==> src/rtl/chr_merge.sv <==
`default_nettype none
module chr_merge #(
  parameter int SAMPLE_WIDTH = 24,
  parameter int DATA_W = 48
) (
  input  wire logic                    clk,
  input  wire logic                    rst_n,
  input  wire logic                    push,
  input  wire logic [SAMPLE_WIDTH-1:0] left,
  input  wire logic [SAMPLE_WIDTH-1:0] right,
  input  wire logic                    last,
  output logic                         slot_free,
  output logic                         out_tvalid,
  input  wire logic                    out_tready,
  output logic [DATA_W-1:0]            out_tdata,
  output logic                         out_tlast
);

  logic valid_r;
  logic [DATA_W-1:0] data_r;
  logic last_r;

  assign slot_free = !valid_r || out_tready;

  always_ff @(posedge clk) begin
    if (!rst_n) begin
      valid_r <= 1'b0;
    end else if (push) begin
      valid_r <= 1'b1;
    end else if (out_tready) begin
      valid_r <= 1'b0;
    end
  end

  always_ff @(posedge clk) begin
    if (push) begin
      data_r <= DATA_W'({right, left});
      last_r <= last;
    end
  end

  assign out_tvalid = valid_r;
  assign out_tdata = data_r;
  assign out_tlast = last_r;

endmodule
`default_nettype wire

==> config.mk <==
export PLATFORM = sky130hd
export DESIGN_NAME = chr_merge
export DESIGN_NICKNAME = d
export VERILOG_FILES = /design/src/rtl/chr_merge.sv
export SDC_FILE = /design/constraint.sdc
export NUM_CORES = 1
export LEC_CHECK = 0
export BUFFER_PORTS_ARGS = -buffer_cell sky130_fd_sc_hd__clkbuf_2
export CAP_MARGIN = 20
export CORE_MARGIN = 2
export CORE_UTILIZATION = 33
export CTS_CLUSTER_SIZE = 28
export DETAILED_ROUTE_END_ITERATION = 7
export PLACE_DENSITY = 0.66
export SLEW_MARGIN = 10
export SYNTH_ARGS = -nofsm -noshare
export SYNTH_HDL_FRONTEND = slang
export SYNTH_SLANG_ARGS = --single-unit
==> constraint.sdc <==
create_clock -name clk -period 0.8 [get_ports clk]
set_input_delay 0 -clock clk [delete_from_list [all_inputs] [get_ports clk]]
set_output_delay 0 -clock clk [all_outputs]
set_load 0.01 [all_outputs]
### Yosys cells after proc, flatten, opt, wreduce, memory -nomap -nowiden

Cells that the tools add are included.

* word-level logic and storage cells: 8
* output and inout bits: 51
* flip-flop bits (word level): 50

* reductions and logical operators: 3
* multiplexer cells: 2

Operators by type and width (count)
* $mux 1: 2
* $reduce_bool 2->1: 1
* $logic_not 1->1: 1
* $logic_or 1x1->1: 1

### Longest topological paths before layout

* word-level depth: 2
* depth in mapped cells: 2
* mapped depth without buffers: 2

### Least setup slack after synthesis

OpenSTA, ideal clock, no wires.

* path type: reg2reg
* start point: reg out_tvalid (netlist name)
* end point: reg valid_r, in the netlist out_tvalid
* setup time: 66 ps
* clock period less this slack: 664 ps
* stages on the path, launching flop included: 3
* arrival time: 598 ps
* setup slack: 136 ps
* path buffers: 0
* path through: dfxtp_1 -> nand2b_4 -> a21boi_2

RTL lines
* end signal: assignment: line 27 `valid_r <= 1'b0;`
* end signal: assignment: line 29 `valid_r <= 1'b1;`
* end signal: assignment: line 31 `valid_r <= 1'b0;`
* end: declaration: line 19 `logic valid_r;`

### Worst setup path after layout

* start point: reg data_r[22], in the netlist out_tdata[22]
* end point: out out_tdata[22]

RTL lines
* start: declaration: line 20 `logic [DATA_W-1:0] data_r;`
* start signal: assignment: line 37 `data_r <= DATA_W'({right, left});`
* end: declaration: line 15 `output logic [DATA_W-1:0] out_tdata,`

No word-level cell between the ends.

==> impl_metrics.prom <==
# TYPE chip_impl_metric gauge
chip_impl_info{name="cpLargestDelayFamily",value="flip-flops"} 1
chip_impl_info{name="tritoncts",value="done"} 1
chip_impl_metric{name="antenna_cells",unit=""} 0
chip_impl_metric{name="grt_first_pass_wirelength",unit="mm"} 5.80
chip_impl_metric{name="numPlacedInstances",unit=""} 210
chip_impl_metric{name="cellInternalPower",unit="mW"} 4.44
chip_impl_metric{name="core.rowCount",unit=""} 24
chip_impl_metric{name="pre_cts_ws",unit="ns"} 0.125
chip_impl_metric{name="fraction_of_the_cycle_the_final_worst_path_needs",unit="%"} 107
chip_impl_metric{name="finalHoldViolCount",unit=""} 0
chip_impl_info{name="final_cell_mix",value="sky130_fd_sc_hd__clkbuf_2 (99), sky130_fd_sc_hd__dlygate4sd3_1 (50), sky130_fd_sc_hd__edfxtp_1 (49), sky130_fd_sc_hd__clkbuf_8 (5)"} 1
chip_impl_info{name="clock_tree.root_cell",value="sky130_fd_sc_hd__clkbuf_8"} 1
chip_impl_metric{name="clkTransAtPathRegs",unit="ns"} 0.09
chip_impl_metric{name="max_cap_viol_count",unit=""} 0
chip_impl_metric{name="synthesis.nets",unit=""} 106
chip_impl_metric{name="tightest_slew",unit="ns"} 0.167
chip_impl_metric{name="place_hpwl",unit="mm"} 2.35
chip_impl_metric{name="total_power",unit="mW"} 5.59
chip_impl_metric{name="max_freq",unit="GHz"} 1.17
chip_impl_metric{name="share_of_cells_above_drive_strength_1",unit="%"} 53.5
chip_impl_metric{name="cts_buffer_depth",unit=""} 2
chip_impl_info{name="outcome",value="finished, violations left"} 1
chip_impl_metric{name="power.static_leakage",unit="nW"} 1.22
chip_impl_metric{name="cp_num_buf_inv",unit=""} 1
chip_impl_metric{name="power.switching",unit="mW"} 1.15
chip_impl_metric{name="synthDistinctLibCells",unit=""} 5
chip_impl_metric{name="drt-vias-per-instance",unit=""} 4.27
chip_impl_metric{name="buffer_ports.inserted",unit=""} 103
chip_impl_metric{name="routed_wl",unit="mm"} 3.97
chip_impl_metric{name="report.final.setup_viol",unit=""} 26
chip_impl_metric{name="core-area",unit="sq um"} 4380
chip_impl_metric{name="gr-usage-met1",unit="%"} 14.9
chip_impl_metric{name="syn2layout_area_growth",unit="%"} 82.6
chip_impl_metric{name="final.setup.worst_slack",unit="ns"} -0.0559
chip_impl_metric{name="first_global_vias",unit=""} 1281
chip_impl_metric{name="cts.sink_count",unit=""} 50
chip_impl_metric{name="initial_core_util",unit="%"} 34.7
chip_impl_metric{name="final_cell_count_without_fillers",unit=""} 269
chip_impl_metric{name="pin_count",unit=""} 104
chip_impl_metric{name="largest_net_degree_at_the_start_of_global_routing",unit=""} 32
chip_impl_metric{name="wire_per_inst",unit="um"} 14.8
chip_impl_metric{name="die-height",unit="um"} 71.9
chip_impl_metric{name="clock_power_share",unit="%"} 30.4
chip_impl_metric{name="post-route-cell-area",unit="sq um"} 2780
chip_impl_metric{name="maximum_resistive_drop_on_vdd",unit="V"} 0.00117
chip_impl_metric{name="dr_total_vias",unit=""} 1148
chip_impl_metric{name="drc",unit=""} 0
chip_impl_metric{name="met3_usage",unit="%"} 6.47
chip_impl_metric{name="gp_congestion",unit=""} 0.666
chip_impl_info{name="cp_cell_sequence",value="clkbuf_2"} 1
chip_impl_metric{name="syn-instance-count",unit=""} 53
chip_impl_metric{name="drt-pass1-iter-count",unit=""} 4
chip_impl_metric{name="syn-cell-area",unit="sq um"} 1520
chip_impl_metric{name="synthesis.area_per_instance",unit="sq um"} 28.7
chip_impl_metric{name="synth-seq-area-share",unit="%"} 98.1
chip_impl_metric{name="total_global_routing_overflow",unit=""} 0
chip_impl_info{name="global_route.peak_usage_layer",value="met2"} 1
chip_impl_metric{name="combined_global_route_utilization_of_all_metal_layers",unit="%"} 15.5
chip_impl_metric{name="count_of_warnings_emitted_by_yosys",unit=""} 0
chip_impl_metric{name="clkLatencyLatePin",unit="ns"} 0.29
chip_impl_metric{name="ys_ff_latch",unit=""} 50
chip_impl_metric{name="power_density",unit="nW/um^2"} 2010
chip_impl_info{name="setup.worst_path.end_class",value="output port"} 1
chip_impl_info{name="failed_checks",value="negative setup slack"} 1
chip_impl_info{name="cp-start-kind",value="register"} 1
chip_impl_metric{name="critPathMaxStageDelay",unit="ns"} 0.41
chip_impl_metric{name="clock_tree.htree_level_count",unit=""} 2
chip_impl_info{name="timing_worst_setup_path_type",value="register to output port"} 1
chip_impl_metric{name="antenna_violating_nets_post_route",unit=""} 0
chip_impl_metric{name="placed_cell_area",unit="sq um"} 2140
chip_impl_info{name="min_path_type",value="input pin to register"} 1
chip_impl_metric{name="detail_route.iter0.violations",unit=""} 36
chip_impl_metric{name="final_net_count",unit=""} 269
chip_impl_metric{name="fill_cell_total_of_the_finished_layout",unit=""} 311
chip_impl_metric{name="clock_skew",unit="ns"} 0
chip_impl_metric{name="timing.critical_path.required",unit="ns"} 0.80
chip_impl_metric{name="p_sw_share",unit="%"} 20.5
chip_impl_metric{name="globalRouteMet2Util",unit="%"} 29.1
chip_impl_metric{name="worst_ep_arrival_time",unit="ns"} 0.86
chip_impl_metric{name="die_area",unit="sq um"} 5170
chip_impl_metric{name="max-slew-margin-rel",unit="%"} 88.9
chip_impl_metric{name="number_of_antenna_violations_at_the_first_check_in_global_routing",unit=""} 0
chip_impl_info{name="critPathSlowestCell",value="sky130_fd_sc_hd__edfxtp_1"} 1
chip_impl_info{name="unrepaired_setup_endpoints_after_global_routing",value="yes"} 1
chip_impl_metric{name="finalWorstPathRequiredPeriod",unit="ns"} 0.856
chip_impl_metric{name="die_width",unit="um"} 71.9
chip_impl_metric{name="number_of_cts_inserted_buffers",unit=""} 5
chip_impl_info{name="final_common_cell",value="sky130_fd_sc_hd__clkbuf_2"} 1
chip_impl_metric{name="final-max-slew-violation-count",unit=""} 0
chip_impl_metric{name="path_max_fanout",unit=""} 1
chip_impl_metric{name="sequentialPowerShare",unit="%"} 56.6
chip_impl_metric{name="combPwrFrac",unit="%"} 13.0
[cells in the mapped netlist]
cell                       number  area (sq um)
sky130_fd_sc_hd__a21boi_2       1          11.3
sky130_fd_sc_hd__edfxtp_1      49          1470
sky130_fd_sc_hd__nand2b_4       1          13.8
sky130_fd_sc_hd__dfxtp_1        1          20.0
sky130_fd_sc_hd__inv_1          1          3.75
[state kept, by name, summed over array words and instances (netlist names)]
signal and flops:
out_tdata 48, out_tlast 1, out_tvalid 1
[stage by stage]
stage                     util, %  TNS (ns)  hold slack, ns
after floorplan                 -         0          0.0989
after global placement       48.8         0           0.177
after detailed placement     48.8         0           0.179
after CTS                    62.8    -0.894         -0.0401
after global routing         63.3     -2.39          0.0918
final                        63.3    -0.463          0.0913
[worst paths after layout]
| path | cells after the start | to | from | slack, ns |
|---|---|---|---|---|
| worst max-delay path | 1 | out_tdata[22] | out_tdata[22] | -0.06 |
| worst min-delay path | 4 | out_tvalid | out_tready | 0.09 |
| worst min register to register | 3 | out_tvalid | out_tvalid | 0.61 |
| worst max register to register | 3 | out_tvalid | out_tvalid | 0.06 |
[cell type report]
| cell class | instances | area, sq um | share of cell area, % |
|---|---|---|---|
| clock buffer | 6 | 72.6 | 2.61 |
| clock inverter | 2 | 37.5 | 1.35 |
| inverter | 1 | 3.75 | 0.135 |
| multi-input combinational | 2 | 25.0 | 0.902 |
| sequential | 50 | 1500 | 53.9 |
| tap | 52 | 65.1 | 2.34 |
| timing repair buffer | 156 | 1080 | 38.8 |
[routing by layer]
| metal | wire [um] | vias up |
|---|---|---|
| li1 | - | 535 |
| met1 | 1240 | 536 |
| met2 | 2250 | 69 |
| met3 | 406 | 8 |
| met4 | 78 | 0 |
| met5 | 0 | - |
[power by group through the flow]
stage	Clock [mW]	Sequential, mW	Combinational [mW]
after floorplan	0	3.33	0.0112
after global placement	0	3.21	0.503
after detailed placement	0	3.22	0.516
after CTS	1.76	3.16	0.707
after global routing	1.87	3.18	0.776
final	1.70	3.16	0.725
[cell families (layout without fill, tap and decap cells)]
family / count (synthesis) / after routing / synth area share [%]
AO/OA/AOI/OAI: 1 / 1 / 0.741
flip-flops: 50 / 50 / 98.1
AND/OR/NAND/NOR: 1 / 1 / 0.905
buffers and inverters: 1 / 165 / 0.247
[repair_timing]
item,CTS,global route
setup buffers,0,1
hold buffers,50,0
gates resized for setup,1,7
hold endpoints to repair,50,0
setup endpoints to repair,46,51
Power figures use the tool's default switching activity.
